<file path="config.mk">
export PLATFORM = sky130hd
export DESIGN_NAME = cprs_cell
export DESIGN_NICKNAME = d
export VERILOG_FILES = /design/src/hw/rtl/cprs_pkg.sv /design/src/hw/rtl/cprs_cell.sv
export SDC_FILE = /design/constraint.sdc
export NUM_CORES = 1
export LEC_CHECK = 0
export ABC_CLOCK_PERIOD_IN_PS = 4500
export BUFFER_PORTS_ARGS = -buffer_cell sky130_fd_sc_hd__buf_2
export CORE_MARGIN = 10
export CORE_UTILIZATION = 35
export DETAILED_ROUTE_END_ITERATION = 10
export GPL_TIMING_DRIVEN = 0
export PLACE_DENSITY = 0.6
export SLEW_MARGIN = 40
export SYNTH_ARGS = -nofsm -noshare
export SYNTH_HDL_FRONTEND = slang
export SYNTH_SLANG_ARGS = --single-unit
</file>
<file path="constraint.sdc">
create_clock -name clk -period 4.5 [get_ports clk]
set_input_delay 0.675 -clock clk [delete_from_list [all_inputs] [get_ports clk]]
set_output_delay 0.675 -clock clk [all_outputs]
set_load 0.02 [all_outputs]
</file>
<file path="src/hw/rtl/cprs_pkg.sv">
// ----------------------------------------------------------------------------
// cprs_pkg: shared types and constants for the complex pixel select unit
// Mode codes, angle format, arctangent table and gain constant used by the
// CORDIC cells and the output stage.
// ----------------------------------------------------------------------------
package cprs_pkg;

	localparam int OUT_W      = 17;
	localparam int ZW         = 34;
	localparam int FRAC_BITS  = 16;
	localparam int ATAN_LEN   = 32;
	localparam int GAIN_W     = 24;

	typedef logic signed [ZW-1:0]    z_t;
	typedef logic signed [OUT_W-1:0] out_t;

	typedef enum logic [1:0] {
		MODE_MAG   = 2'd0,
		MODE_REAL  = 2'd1,
		MODE_IMAG  = 2'd2,
		MODE_PHASE = 2'd3
	} mode_t;

	// per-transaction side information carried next to the rotator data
	typedef struct packed {
		logic  last;
		mode_t mode;
		logic  zero;
		out_t  copy;
	} side_t;

	// atan(2^-k), pi = 2^31
	localparam z_t ATAN_TAB [ATAN_LEN] = '{
		34'sd536870912, 34'sd316933406, 34'sd167458907, 34'sd85004756,
		34'sd42667331,  34'sd21354465,  34'sd10679838,  34'sd5340245,
		34'sd2670163,   34'sd1335087,   34'sd667544,    34'sd333772,
		34'sd166886,    34'sd83443,     34'sd41722,     34'sd20861,
		34'sd10430,     34'sd5215,      34'sd2608,      34'sd1304,
		34'sd652,       34'sd326,       34'sd163,       34'sd81,
		34'sd41,        34'sd20,        34'sd10,        34'sd5,
		34'sd3,         34'sd1,         34'sd1,         34'sd0
	};

	localparam z_t PI_ANGLE = 34'sd2147483648;

	// 0.6072529 in Q.24
	localparam logic [GAIN_W-1:0] GAIN_Q24 = 24'd10188014;

	localparam int MAG_MAX = 65535;

endpackage

</file>
<file path="src/hw/rtl/cprs_cell.sv">
// ----------------------------------------------------------------------------
// cprs_cell: one CORDIC vectoring micro-rotation
// Rotates (x, y) by +/- atan(2^-K) toward the x axis, accumulates the angle
// and registers the result with its own valid/ready handshake.
// ----------------------------------------------------------------------------
module cprs_cell import cprs_pkg::*; #(
	parameter int XW = 35,
	parameter int K  = 0
) (
	input  logic                 clk,
	input  logic                 arst_n,
	input  logic                 in_valid,
	output logic                 in_ready,
	input  logic signed [XW-1:0] in_x,
	input  logic signed [XW-1:0] in_y,
	input  z_t                   in_z,
	input  side_t                in_side,
	output logic                 out_valid,
	input  logic                 out_ready,
	output logic signed [XW-1:0] out_x,
	output logic signed [XW-1:0] out_y,
	output z_t                   out_z,
	output side_t                out_side
);

	logic                 valid_q;
	logic signed [XW-1:0] x_q, y_q;
	z_t                   z_q;
	side_t                side_q;

	logic signed [XW-1:0] dx, dy, x_d, y_d;
	z_t                   z_d;

	// arithmetic shift rounds toward minus infinity
	assign dx = in_y >>> K;
	assign dy = in_x >>> K;

	always_comb begin
		if (in_y[XW-1]) begin
			x_d = in_x - dx;
			y_d = in_y + dy;
			z_d = in_z - ATAN_TAB[K];
		end else begin
			x_d = in_x + dx;
			y_d = in_y - dy;
			z_d = in_z + ATAN_TAB[K];
		end
	end

	assign in_ready = !valid_q || out_ready;

	always_ff @(posedge clk or negedge arst_n) begin
		if (!arst_n) begin
			valid_q <= 1'b0;
		end else if (in_ready) begin
			valid_q <= in_valid;
		end
	end

	always_ff @(posedge clk) begin
		if (in_valid && in_ready) begin
			x_q    <= x_d;
			y_q    <= y_d;
			z_q    <= z_d;
			side_q <= in_side;
		end
	end

	assign out_valid = valid_q;
	assign out_x     = x_q;
	assign out_y     = y_q;
	assign out_z     = z_q;
	assign out_side  = side_q;

endmodule

</file>
# [After elaboration in Yosys (flattened, before gate mapping)]
# Cells that the tools add are included.
[op_classes] n_addsub=5 mux=3 n_reduce_logical=3
[ops] cell="35-bit two-way mux" n=2
[ops] cell="35-bit subtractor" n=2
[ops] cell="35-bit adder" n=1
[ops] cell="34-bit by 31-bit adder with 34-bit output (second input constant)" n=1
[ops] cell="34-bit two-way mux" n=1
[ops] cell="34-bit by 31-bit subtractor with 34-bit output (second input constant)" n=1
[ops] cell="1-bit logical AND" n=1
[ops] cell="1-bit zero test" n=1
[ops] cell="1-bit logical OR" n=1
[word_totals] reg_bits=126 input_bits=129 output_inout_bits=127 elab_cells=19

# [Logic depth before layout (Yosys ltp)]
[depth] depth_word=3 mapped_depth=13

# [Worst setup path after synthesis]
# No wires, ideal clock.
[synth_timing] kind="input port to flip-flop" start="input out_ready" end="register side_q, in the netlist out_side[0], enable pin" cell_stages=2 slack_ns=0.175 arrival_ns=3.828 setup_time_ns=0.497 cell_sequence="nand2b_1 and2_1"
[synth_between] elab_chain_cells=2
[synth_lines] item="start, declared" line="cprs_cell.sv:19" text="input logic out_ready,"
[synth_lines] item="1-bit logical OR" line="cprs_cell.sv:50" text="assign in_ready = !valid_q || out_ready;"
[synth_lines] item="1-bit logical AND" line="cprs_cell.sv:61" text="if (in_valid && in_ready) begin"
[synth_lines] item="end signal, assigned" line="cprs_cell.sv:65" text="side_q <= in_side;"
[synth_lines] item="end, declared" line="cprs_cell.sv:29" text="side_t side_q;"
# No other way between the ends.
# A chain may end at the register's enable or synchronous reset.

# [Final worst setup path]
[layout_timing] start="input in_x[12]" end="register y_q[30] (netlist: out_y[30]), data pin"
[layout_between] elab_chain_cells=2
[layout_lines] item="start, declared" line="cprs_cell.sv:14" text="input logic signed [XW-1:0] in_x,"
[layout_lines] item="35-bit subtractor / 35-bit adder (equally long branches)" line="cprs_cell.sv:45, cprs_cell.sv:41"
[layout_lines] item="35-bit two-way mux *" line="cprs_cell.sv:39" text="if (in_y[XW-1]) begin"
[layout_lines] item="via y_d[30]" line="cprs_cell.sv:31" text="logic signed [XW-1:0] dx, dy, x_d, y_d;"
[layout_lines] item="end signal, assigned" line="cprs_cell.sv:63" text="y_q <= y_d;"
[layout_lines] item="end, declared" line="cprs_cell.sv:27" text="logic signed [XW-1:0] x_q, y_q;"
# Mark *: on every way through the listed nets, which the timed path passes. The rest lies on a longest branch.

==> results.md <==
* Status: complete, no violations
* Post-CTS setup buffer count at 0
* RSZ-0062 raised after global routing: false
* Chip height at 190.6 µm
* Final wirelength at between 30,000 and 40,000 µm
* Clk_lat worst skew at about 440 ps
* Sw Share at 0.3535
* Die Wd at around 190 µm
* Synth area leader: edfxtp_1
* DRC Markers at 0
* Gate power share at 0.318
* Nets at 1,631
* Total CTS buffers at 17
* DR vias/cell at 5.364
* Netlist cell types at 76
* Worst EP required at between 4000 and 5000 ps
* Max Fanout on Critical Path at 9
* 1st-iter DRT viols at 840
* Total grt overflow at 0
* CP max-delay cell: nor4_1
* Number of antenna violations at the first check in global routing at 0
* Clock share of power at 0.346
* Met2 wire len at 17,090 µm
* Met3 WL at approximately 3800 µm
* Post-synthesis area per instance at between 9 and 10 µm²
* Number of synthesized register bits at 125
* Final Power at 4.341 mW
* Final setup violation count at 0
* Yosys warns at 0
* Relative slew slack at 0.4093
* Final worst path period share at 0.8429
* Port Buffers at ~260
* Clk slew on worst S/H paths at around 70 ps
* Placed cells at between 1.5k and 2k
* DRT antenna net count at 0
* Fmax at 0.2636 GHz
* PwrDens at approximately 340 nW/µm²
* Sequential share of the synthesized area at 0.3682
* Largest net degree at the start of global routing at 45
* VDD IR max at ~220 µV
* Clk sinks at 125
* Initial core utilization at 0.3547
* Worst Skew at roughly 10 ps
* H-tree depth at 4
* Clock root cell: clkbuf_16
* I/O pins at approximately 260
* Met1 Wirelength at 16,410 µm
* Cell family with most CP delay: simple AND/OR/NAND/NOR gates
* Buf+Inv Stages, Crit Path at 3
* Worst Tran Pin Value at about 890 ps
* Cell area after synthesis at approximately 10,000 µm²
* Clock buffer depth at 2
* Final Util at 0.4398
* Internal power at 2.807 mW
* Net switching component of the power at ~1.5 mW
* Routed length per instance at between 20 and 25 µm
* MaxCap Viol Count at 0
* Die area at about 36,000 µm²
* First-pass GRT wire length at 57,120 µm
* Startpoint types: primary input
* Sequential fraction of design power at 0.337
* Area growth, synth to finish at 24.00%
* Synth Flop Type: edfxtp_1
* Ant. Diodes at 0
* Final Hold Fails at 0
* Fraction of layout cells with a size suffix above 1 at 0.2340
* Largest stage delay, worst path at about 580 ps
* CP Cell Sequence: buf_2 -> inv_1 -> ha_1 -> clkbuf_1 -> and3_1 -> nand3_1 -> nor4_1 -> o211ai_1 -> nand2_1 -> a211oi_1 -> o311ai_0 -> o21ai_0 -> xnor2_1
* Asr flop ratio synth at 0.008000
* Highest routed layer: met4
* Main area contributors after synthesis: edfxtp_1 (37%), ha_1 (13%), a21oi_1 (6.0%)
* Slew Viols, Final at 0
* Worst Setup Path Type: primary input to flop
* Row cnt at between 60 and 70
* Vias in the first global route at 9,479
* Core Footprint at 28,700 µm²
* Hpwl dp at approximately 30,000 µm
* CTS tree: yes
* Total track usage at 0.2012
* Pre-antenna DRT Iters at 6
* Min cycle time layout at 3793 ps
* Cells after synthesis at 1,116
* CP Capture Type: flop
* Synth top area share at 0.3657
* Post-synth EDFFs at about 120
* Vias at between 9k and 10k
* Synthesized Nets at 1,354
* CP arrival at 3950 ps
* GP Congestion at ~0.95
* Leak at between 5 and 6 nW
* HP Class: primary input to flop
* Fin cells at 1,790
## layout make-up
class | count | area [µm²]
Clock buffer | 17 | 425.4
Multi-Input combinational cell | 834 | 5761
Inverter | 107 | 401.6
Sequential cell | 125 | 3749
Clock inverter | 15 | 202.7
Fill cell | 2888 | 16080
Tap cell | 384 | 480.5
Buffer | 50 | 279.0
Timing Repair Buffer | 258 | 1326
## kinds of logic (layout without fill, tap and decap cells)
group / after synthesis / after routing / share of synthesized area
buffers and inverters: 157 / 447 / 0.06673
DFF: 125 / 125 / 0.3682
xor gates and xnor gates: 70 / 70 / 0.06022
and+or+nand+nor: 289 / 289 / 0.1373
adders and majority gates: 109 / 109 / 0.1369
AOI/OAI and AO/OA: 355 / 355 / 0.2199
muxes: 11 / 11 / 0.01082
## sequential cells by signal, summed over array words and instances (netlist names)
register	cells
out_y	35
out_x	34
out_z	34
out_side	21
out_valid	1
## path summary, 6_finish.rpt
kind,startpoint,endpoint,slack [ps],depth (start not counted)
hold reg to reg,out_valid,out_valid,550,2
max in group asynchronous,arst_n,out_valid,3870,2
hold / removal,in_z[28],out_z[28],410,1
setup reg to reg,out_valid,out_y[30],2530,4
setup / recovery,in_x[12],out_y[30],710,13
min in group asynchronous,arst_n,out_valid,550,2
## per-stage QoR
stage	setup WS, ps	instance area (µm²)	hold slack [ps]	TNS [ps]
final	706.8	12620	412.9	0
after global routing	622.8	12620	402.2	0
after CTS	830.0	12620	401.9	0
after detailed placement	364.8	11990	453.0	0
after global placement	-987.2	11940	449.9	-119970
after floorplan	174.9	10180	379.4	0
## per-layer routing
| layer | vias up | global-route usage |
|---|---|---|
| met4 | 0 | 0.04846 |
| li1 | 4554 | - |
| met1 | 4529 | 0.2697 |
| met2 | 477 | 0.3207 |
| met3 | 42 | 0.04663 |
| met5 | - | 0 |
## power by group through the flow
stage	combinational (mW)	clock [mW]	sequential, mW
floorplan	0.735	0	1.63
global placement	1.35	0	1.49
detailed placement	1.35	0	1.49
CTS	1.37	1.53	1.46
global route	1.50	1.59	1.47
finish	1.38	1.50	1.46
## layout by cell type (no fill, tap or decap), types with 4 or more instances in the layout
| cell | synthesis | final |
|---|---|---|
| and3_1 | 6 | 6 |
| mux2i_1 | 11 | 11 |
| a21oi_1 | 123 | 123 |
| xor2_1 | 11 | 11 |
| buf_1 | 8 | 8 |
| xnor2_1 | 59 | 59 |
| nand3_1 | 20 | 20 |
| inv_6 | 0 | 6 |
| o21bai_1 | 15 | 15 |
| edfxtp_1 | 124 | 124 |
| fa_1 | 4 | 4 |
| nand2b_1 | 15 | 15 |
| a31oi_1 | 6 | 6 |
| nand2_1 | 59 | 59 |
| clkbuf_1 | 28 | 27 |
| nor4_1 | 8 | 8 |
| o211ai_1 | 12 | 12 |
| o21a_1 | 8 | 8 |
| nor2b_1 | 15 | 15 |
| clkbuf_8 | 7 | 7 |
| clkbuf_16 | 0 | 17 |
| o21ai_1 | 6 | 6 |
| or3_1 | 12 | 12 |
| o21ai_0 | 81 | 81 |
| a21o_1 | 30 | 30 |
| nand4_1 | 14 | 14 |
| or2_2 | 4 | 4 |
| ha_1 | 105 | 105 |
| a211oi_1 | 15 | 15 |
| a221oi_1 | 6 | 6 |
| nor2_1 | 97 | 97 |
| o31ai_1 | 5 | 4 |
| inv_1 | 106 | 106 |
| nor3_1 | 24 | 24 |
| buf_2 | 4 | 259 |
## Yosys cell counts, types with 20 or more instances
cell and instances:
nand3_1 20, a21o_1 30, a21oi_1 123, edfxtp_1 124, nand2_1 59, nor2_1 97
ha_1 105, xnor2_1 59, nor3_1 24, o21ai_0 81, clkbuf_1 28, inv_1 106
## timing repair
item / in CTS / in global routing
hold buffers: 1 / 0
endpoints found under the hold margin: 1 / 0
gates resized for setup: 0 / 0
No activity file was read; power rests on OpenSTA's default activity.
