===== config.mk =====
export PLATFORM = sky130hd
export DESIGN_NAME = cprs_post
export DESIGN_NICKNAME = d
export VERILOG_FILES = /design/src/hw/rtl/cprs_pkg.sv /design/src/hw/rtl/cprs_post.sv
export SDC_FILE = /design/constraint.sdc
export NUM_CORES = 1
export LEC_CHECK = 0
export BUFFER_PORTS_ARGS = -buffer_cell sky130_fd_sc_hd__buf_2
export CORE_MARGIN = 2
export CORE_UTILIZATION = 40
export CTS_CLUSTER_DIAMETER = 80
export DETAILED_ROUTE_END_ITERATION = 10
export HOLD_SLACK_MARGIN = 0.05
export SLEW_MARGIN = 20
export SYNTH_ARGS = -nofsm -noshare
export SYNTH_HDL_FRONTEND = slang
export SYNTH_SLANG_ARGS = --single-unit

===== constraint.sdc =====
create_clock -name clk -period 5.3 [get_ports clk]
set_input_delay 1.06 -clock clk [delete_from_list [all_inputs] [get_ports clk]]
set_output_delay 1.06 -clock clk [all_outputs]
set_load 0.02 [all_outputs]

===== src/hw/rtl/cprs_pkg.sv =====
// ----------------------------------------------------------------------------
// cprs_pkg: shared types and constants for the complex pixel select unit
// Mode codes, angle format, arctangent table and gain constant used by the
// CORDIC cells and the output stage.
// ----------------------------------------------------------------------------
package cprs_pkg;

	localparam int OUT_W      = 17;
	localparam int ZW         = 34;
	localparam int FRAC_BITS  = 16;
	localparam int ATAN_LEN   = 32;
	localparam int GAIN_W     = 24;

	typedef logic signed [ZW-1:0]    z_t;
	typedef logic signed [OUT_W-1:0] out_t;

	typedef enum logic [1:0] {
		MODE_MAG   = 2'd0,
		MODE_REAL  = 2'd1,
		MODE_IMAG  = 2'd2,
		MODE_PHASE = 2'd3
	} mode_t;

	// per-transaction side information carried next to the rotator data
	typedef struct packed {
		logic  last;
		mode_t mode;
		logic  zero;
		out_t  copy;
	} side_t;

	// atan(2^-k), pi = 2^31
	localparam z_t ATAN_TAB [ATAN_LEN] = '{
		34'sd536870912, 34'sd316933406, 34'sd167458907, 34'sd85004756,
		34'sd42667331,  34'sd21354465,  34'sd10679838,  34'sd5340245,
		34'sd2670163,   34'sd1335087,   34'sd667544,    34'sd333772,
		34'sd166886,    34'sd83443,     34'sd41722,     34'sd20861,
		34'sd10430,     34'sd5215,      34'sd2608,      34'sd1304,
		34'sd652,       34'sd326,       34'sd163,       34'sd81,
		34'sd41,        34'sd20,        34'sd10,        34'sd5,
		34'sd3,         34'sd1,         34'sd1,         34'sd0
	};

	localparam z_t PI_ANGLE = 34'sd2147483648;

	// 0.6072529 in Q.24
	localparam logic [GAIN_W-1:0] GAIN_Q24 = 24'd10188014;

	localparam int MAG_MAX = 65535;

endpackage


===== src/hw/rtl/cprs_post.sv =====
// ----------------------------------------------------------------------------
// cprs_post: gain correction, phase rounding and result select
// Two registered stages: partial products and phase in the first, the
// rounded magnitude sum and mode select in the second, which is the output.
// ----------------------------------------------------------------------------
module cprs_post import cprs_pkg::*; #(
	parameter int XW = 35
) (
	input  logic                 clk,
	input  logic                 arst_n,
	input  logic                 in_valid,
	output logic                 in_ready,
	input  logic signed [XW-1:0] in_x,
	input  z_t                   in_z,
	input  side_t                in_side,
	output logic                 out_valid,
	input  logic                 out_ready,
	output out_t                 pixel_value,
	output logic                 last_out
);

	localparam int HW   = XW - FRAC_BITS;
	localparam int PHW  = HW + GAIN_W;
	localparam int PLW  = FRAC_BITS + GAIN_W;
	localparam int AW   = PHW + 1;
	localparam int ZSW  = ZW - FRAC_BITS;

	localparam logic signed [ZSW-1:0] PH_MAX = ZSW'(32768);
	localparam logic signed [ZSW-1:0] PH_MIN = -(ZSW'(32768));

	// stage 1
	logic           valid_s1;
	logic [PHW-1:0] prod_hi_s1;
	logic [PLW-1:0] prod_lo_s1;
	out_t           phase_s1;
	side_t          side_s1;

	// stage 2
	logic           valid_s2;
	out_t           value_s2;
	logic           last_s2;

	logic                 ready_s2;
	logic [XW-1:0]        ux;
	logic [HW-1:0]        hi;
	logic [FRAC_BITS-1:0] lo;
	z_t                   z_rnd;
	logic signed [ZSW-1:0] ph_full;
	out_t                 phase_d;
	logic [AW-1:0]        acc;
	logic [63:0]          mag_full;
	out_t                 mag;
	out_t                 value_d;

	assign ux = in_x[XW-1] ? '0 : in_x;
	assign hi = ux[XW-1:FRAC_BITS];
	assign lo = ux[FRAC_BITS-1:0];

	assign z_rnd   = in_z + ZW'(32768);
	assign ph_full = z_rnd[ZW-1:FRAC_BITS];

	always_comb begin
		priority if (ph_full > PH_MAX) begin
			phase_d = OUT_W'(32768);
		end else if (ph_full < PH_MIN) begin
			phase_d = -(OUT_W'(32768));
		end else begin
			phase_d = OUT_W'(ph_full);
		end
	end

	assign ready_s2 = !valid_s2 || out_ready;
	assign in_ready = !valid_s1 || ready_s2;

	always_ff @(posedge clk or negedge arst_n) begin
		if (!arst_n) begin
			valid_s1 <= 1'b0;
		end else if (in_ready) begin
			valid_s1 <= in_valid;
		end
	end

	always_ff @(posedge clk) begin
		if (in_valid && in_ready) begin
			prod_hi_s1 <= PHW'(hi) * PHW'(GAIN_Q24);
			prod_lo_s1 <= PLW'(lo) * PLW'(GAIN_Q24);
			phase_s1   <= phase_d;
			side_s1    <= in_side;
		end
	end

	// round half up, then drop the Q.24 fraction
	assign acc = AW'(prod_hi_s1) + AW'(prod_lo_s1[PLW-1:FRAC_BITS])
		+ AW'(1 << (GAIN_W - 1));
	assign mag_full = 64'(acc[AW-1:GAIN_W]);
	assign mag = (mag_full > 64'(MAG_MAX)) ? OUT_W'(MAG_MAX) : OUT_W'(mag_full);

	always_comb begin
		unique case (side_s1.mode)
			MODE_MAG:   value_d = mag;
			MODE_REAL:  value_d = side_s1.copy;
			MODE_IMAG:  value_d = side_s1.copy;
			MODE_PHASE: value_d = side_s1.zero ? '0 : phase_s1;
			default:    value_d = '0;
		endcase
	end

	always_ff @(posedge clk or negedge arst_n) begin
		if (!arst_n) begin
			valid_s2 <= 1'b0;
		end else if (ready_s2) begin
			valid_s2 <= valid_s1;
		end
	end

	always_ff @(posedge clk) begin
		if (valid_s1 && ready_s2) begin
			value_s2 <= value_d;
			last_s2  <= side_s1.last;
		end
	end

	assign out_valid   = valid_s2;
	assign pixel_value = value_s2;
	assign last_out    = last_s2;

endmodule


# == After elaboration in Yosys (flattened, before gate mapping) ==
# Index checks and enable logic that the tools add are counted.
# Widths: inputs -> output; s select.
# word_totals
regBits,139
input_bits,94
out_inout_bits,20
elab_cells,37
# classes
addsub,3
mul,2
n_lt_le_gt_ge,3
eq_ne,3
muxes,5
n_reduce_logical,9
# ops
operator,n
$mux 17,3
$pmux 17 s3,1
$add 43x24->44,1
$add 44x24->44 const B,1
$mul 18x23->41 const B,1
$mul 16x23->39 const B,1
$add 34x17->34 const B,1
$mux 34,1
$gt 20x16->1 const B,1
$gt 18x17->1 const B,1
$lt 18x16->1 const B,1
$eq 2x2->1 const B,2
$reduce_or 2->1,2
$eq 2x1->1 const B,1
$logic_and 1x1->1,2
$logic_not 1->1,2
$logic_not 2->1,1
$logic_or 1x1->1,2

# == Logic depth before layout (Yosys ltp) ==
# depth
depth_word,5
depth_mapped,27
depth_no_buf,25

# == Worst setup path before layout ==
# Ideal clock, no wire load.
# synth_timing
kind,input to register
start,in in_x[34]
end,reg prod_hi_s1[41] (data pin)
setup_time_ps,258
arrival_time_ps,7176
t_required_ps,5042
slack_ps,-2134
path_stages,23
n_path_buf,3
cell_sequence,clkbuf_1 -> clkbuf_1 -> nor2b_1 -> ha_1 -> inv_1 -> ha_1 -> fa_1 -> inv_1 -> fa_1 -> fa_1 -> fa_1 -> fa_1 -> inv_1 -> ha_1 -> clkbuf_1 -> a31oi_1 -> a311o_1 -> o211ai_2 -> o211ai_2 -> o41ai_2 -> nand4_1 -> and3_1 -> xnor2_1
# synth_between
elab_chain_cells,2
# synth_rtl
item,line,source
"start, declared",cprs_post.sv:13,"input logic signed [XW-1:0] in_x,"
$mux 34,cprs_post.sv:55,assign ux = in_x[XW-1] ? '0 : in_x;
$mul 18x23->41,cprs_post.sv:85,prod_hi_s1 <= PHW'(hi) * PHW'(GAIN_Q24);
"end signal, assigned",cprs_post.sv:85,
"end, declared",cprs_post.sv:33,logic [PHW-1:0] prod_hi_s1;
# No other way between the ends.
# A chain may end at the register's enable or synchronous reset.

# == Worst setup path in the final report ==
# layout_timing
start,in in_x[34]
end,reg prod_lo_s1[34] (data pin)
# layout_between
elab_chain_cells,2
# layout_rtl
item,line,source
$mux 34,cprs_post.sv:55,
$mul 16x23->39,cprs_post.sv:86,prod_lo_s1 <= PLW'(lo) * PLW'(GAIN_Q24);
"end signal, assigned",cprs_post.sv:86,
"end, declared",cprs_post.sv:34,logic [PLW-1:0] prod_lo_s1;
# No other way between the ends.

==> metrics.cfg <==
[global_route]
first_global_vias = 16440
grt_max_degree = 76
grt_first_pass_wirelength_um = 86830
grt-ovfl-total = 0
grt_antenna_before_repair = 0
grtUsageTotal_pct = 21.13

[synthesis]
synth.ff_latch_count = 122
synth-async-reset-ratio_pct = 1.639
syn_nets = 2708
ys_seq_area_share_pct = 18.06
ys_warn_count = 0
syn_area_per_cell_sq_um = 10.31
syn_inst = 1961
synth-main-ff-cell = edfxtp_1
synthDistinctLibCells = 66
synth_area_sq_um = 20220
synth_edf_count = 120

[worst_setup_path]
cp-end-kind = flip-flop
required_ns = 5.48
crit_top_cell = fa_1
path_cells = buf_16, buf_12, buf_6, nor2b_4, buf_6, fa_1, inv_2, fa_1, fa_1, fa_1, fa_1, inv_1, fa_1, ha_4, a21oi_2, o21ai_2, a221oi_2, nand3_2, a2bb2oi_4, nor4_4, buf_4, o21a_1, nor2_2, xnor2_2
slowest_stage = fa_1
slowest_delay_ns = 0.59
critPathKind = input pin to flip-flop
crit_path_max_fanout = 7
start_kind = input pin
critPathBufInv = 7
path_delay_family = adder cells
arrival_ns = 6.58

[status]
violations = negative setup slack
status = finished, violations left

[floorplanning]
die_h_um = 228.9
rows = 82
dieWidth_um = 228.9
io_pins = 114
die-area_sq_um = 52370
start_util_pct = 40.39
core_area_sq_um = 50070

[min_path]
hold_path.class = input pin to asynchronous set/reset pin

[flow_run]
maxCapViolCount = 0

[layout]
nets = 3231
multi_input_area_sq_um = 15790
layout-drive-gt1-share_pct = 33.65
final_cell_area_sq_um = 26940
diodes = 0
layout_commonest_cell = inv_1
seqCellArea_sq_um = 3654
fillers = 4482
syn2layout_area_growth_pct = 33.20
final_cell_mix = 494 x inv_1, 391 x buf_4, 302 x fa_1

[route]
num_vias = 15190
routedWlPerCell_um = 17.02
vias_per_cell = 4.795
drtIter0Drc = 756
firstDrtPassIters = 5
routed_wl_um = 53930
drc = 0
antenna_left = 0

[placed_design]
place_congestion = 0.9440
place_ws_ns = -1.757
dp_hpwl_um = 46560
port_buffers = 98
dpl_cell_area_sq_um = 25060

[timing]
finalCritPeriodShare_pct = 120.8
relSlewSlack_pct = 33.21
holdWs_ns = 0.4090
rsz0062_at_grt = true
clock.fmax_mhz = 156.2
slew_violations = 0
skew_ns = 0.01137
layout_min_cycle_time_ns = 6.401
final_hold_viol_count = 0
finalWorstSetupSlack_ns = -1.101
setup_viol = 52
worstMarginPinSlew_ns = 1.002

[clock_network]
cts_tree = done
cts_buffers = 17
hold_buffers = 0
cts_max_level = 4
clk_pin_slew_ns = 0.06
root_buffer = clkbuf_16
clockBufferDepth = 2
clk_latency_ns = 0.43
clock-sinks = 122

[pwr]
swShare_pct = 43.81
clock_power_share_pct = 5.8
switchingPower_mw = 8.588
seqPwrFrac_pct = 9.9
power_density_nw_per_um2 = 727.6
cellLeakagePower_nw = 13.77
irDropWorstVdd_v = 0.0008635
internal_power_mw = 11.01
pwr-share-comb_pct = 84.4

## worst register-to-register path: cells and delay by family (launching register included)
family | cells | cell delay [ns]
AO/OA/AOI/OAI | 7 | 1.12
adder cells (fa/ha/maj) | 2 | 0.59
AND/OR/NAND/NOR | 1 | 0.56
flip-flops | 1 | 0.37
multiplexers | 1 | 0.35
buffers and inverters | 1 | 0.19
## power by group through the flow
stage,Combinational (mW),Clock (mW),Sequential (mW)
finish,16.5,1.13,1.94
floorplan,8.77,0,1.94
global placement,13.6,0,1.95
detailed placement,13.9,0,1.96
CTS,15.1,1.15,1.94
global route,18.3,1.19,1.96
## cells in the mapped netlist, types with 6 or more instances
| cell | number | area share, % |
|---|---|---|
| ha_1 | 331 | 20 |
| fa_1 | 322 | 32 |
| a21oi_1 | 61 | 1.5 |
| a211oi_1 | 12 | 0.45 |
| o21a_1 | 14 | 0.52 |
| nor2_1 | 66 | 1.2 |
| nor2b_1 | 20 | 0.62 |
| xor2_1 | 27 | 1.2 |
| inv_1 | 569 | 11 |
| nand4_1 | 12 | 0.37 |
| o21ai_0 | 29 | 0.72 |
| and3_1 | 11 | 0.34 |
| a221oi_1 | 17 | 0.74 |
| a31oi_1 | 8 | 0.25 |
| nor3_1 | 21 | 0.52 |
| a21o_1 | 27 | 1.0 |
| edfxtp_1 | 120 | 18 |
| xnor2_1 | 54 | 2.3 |
| clkbuf_1 | 15 | 0.28 |
| mux2i_1 | 6 | 0.30 |
| nand3b_1 | 6 | 0.22 |
| nand3_1 | 28 | 0.69 |
| o21bai_1 | 6 | 0.22 |
| nand2_1 | 54 | 1.0 |
| and2_1 | 10 | 0.31 |
| nand2b_1 | 39 | 1.2 |
| o211ai_1 | 7 | 0.26 |
## metal layers
metal	routed length, um	global-route usage, %	up-vias
met5	0	0	-
met4	396	2.354	0
met3	1921	2.757	30
met2	26470	36.17	236
met1	25150	29.56	7616
li1	-	-	7309
## kinds of logic (layout without fill, tap and decap cells)
family | count (synthesis) | count (layout) | share of synthesized area [%]
AO/OA/AOI/OAI | 223 | 223 | 7.628
XOR/XNOR | 81 | 81 | 3.508
adder cells (fa/ha/maj) | 653 | 653 | 52.35
buffers and inverters | 589 | 1124 | 10.96
flip-flops | 122 | 122 | 18.06
multiplexers | 6 | 6 | 0.2970
AND/OR/NAND/NOR | 287 | 287 | 7.195
## stage by stage
stage	TNS, ns	total power, mW	util, %	cells
3_5_place_dp	-74.67	15.84	50.06	3090
2_1_floorplan	-48.57	10.71	-	1961
5_1_grt	-54.21	21.42	53.81	3168
4_1_cts	-45.04	18.22	52.47	3149
6_report	-46.35	19.60	53.81	3168
3_3_place_gp	-71.74	15.58	50.06	3090
## sequential cells by signal, indices dropped and copies added (netlist names)
name         flops
side_s1         21
valid_s1         1
out_valid        1
phase_s1        17
last_out         1
prod_lo_s1      23
prod_hi_s1      41
pixel_value     17
## final timing paths
path	start	to	slack, ns	depth (start not counted)
max	in_x[34]	prod_lo_s1[34]	-1.10	24
min	arst_n	valid_s1	0.41	1
max reg2reg	prod_hi_s1[3]	pixel_value[14]	1.87	12
min reg2reg	side_s1[20]	last_out	0.46	0
max in group asynchronous	arst_n	out_valid	4.80	1
min in group clk	side_s1[20]	last_out	0.46	0
## layout make-up
class / count / share of cell area, %
clock buffers: 17 / 1.579
well taps: 672 / 3.121
flip-flops and latches: 122 / 13.56
inverters: 569 / 8.026
repair buffers: 524 / 14.57
clock inverters: 14 / 0.5434
multi-input cells: 1250 / 58.60
## what timing repair did
action,in CTS,in global routing
cloned,2,1
pin swaps,77,108
buffers inserted,27,23
hold endpoints to repair,0,0
setup endpoints to repair,53,54
gates resized for setup,95,140
Note: power is estimated with default switching activity, not from simulation.
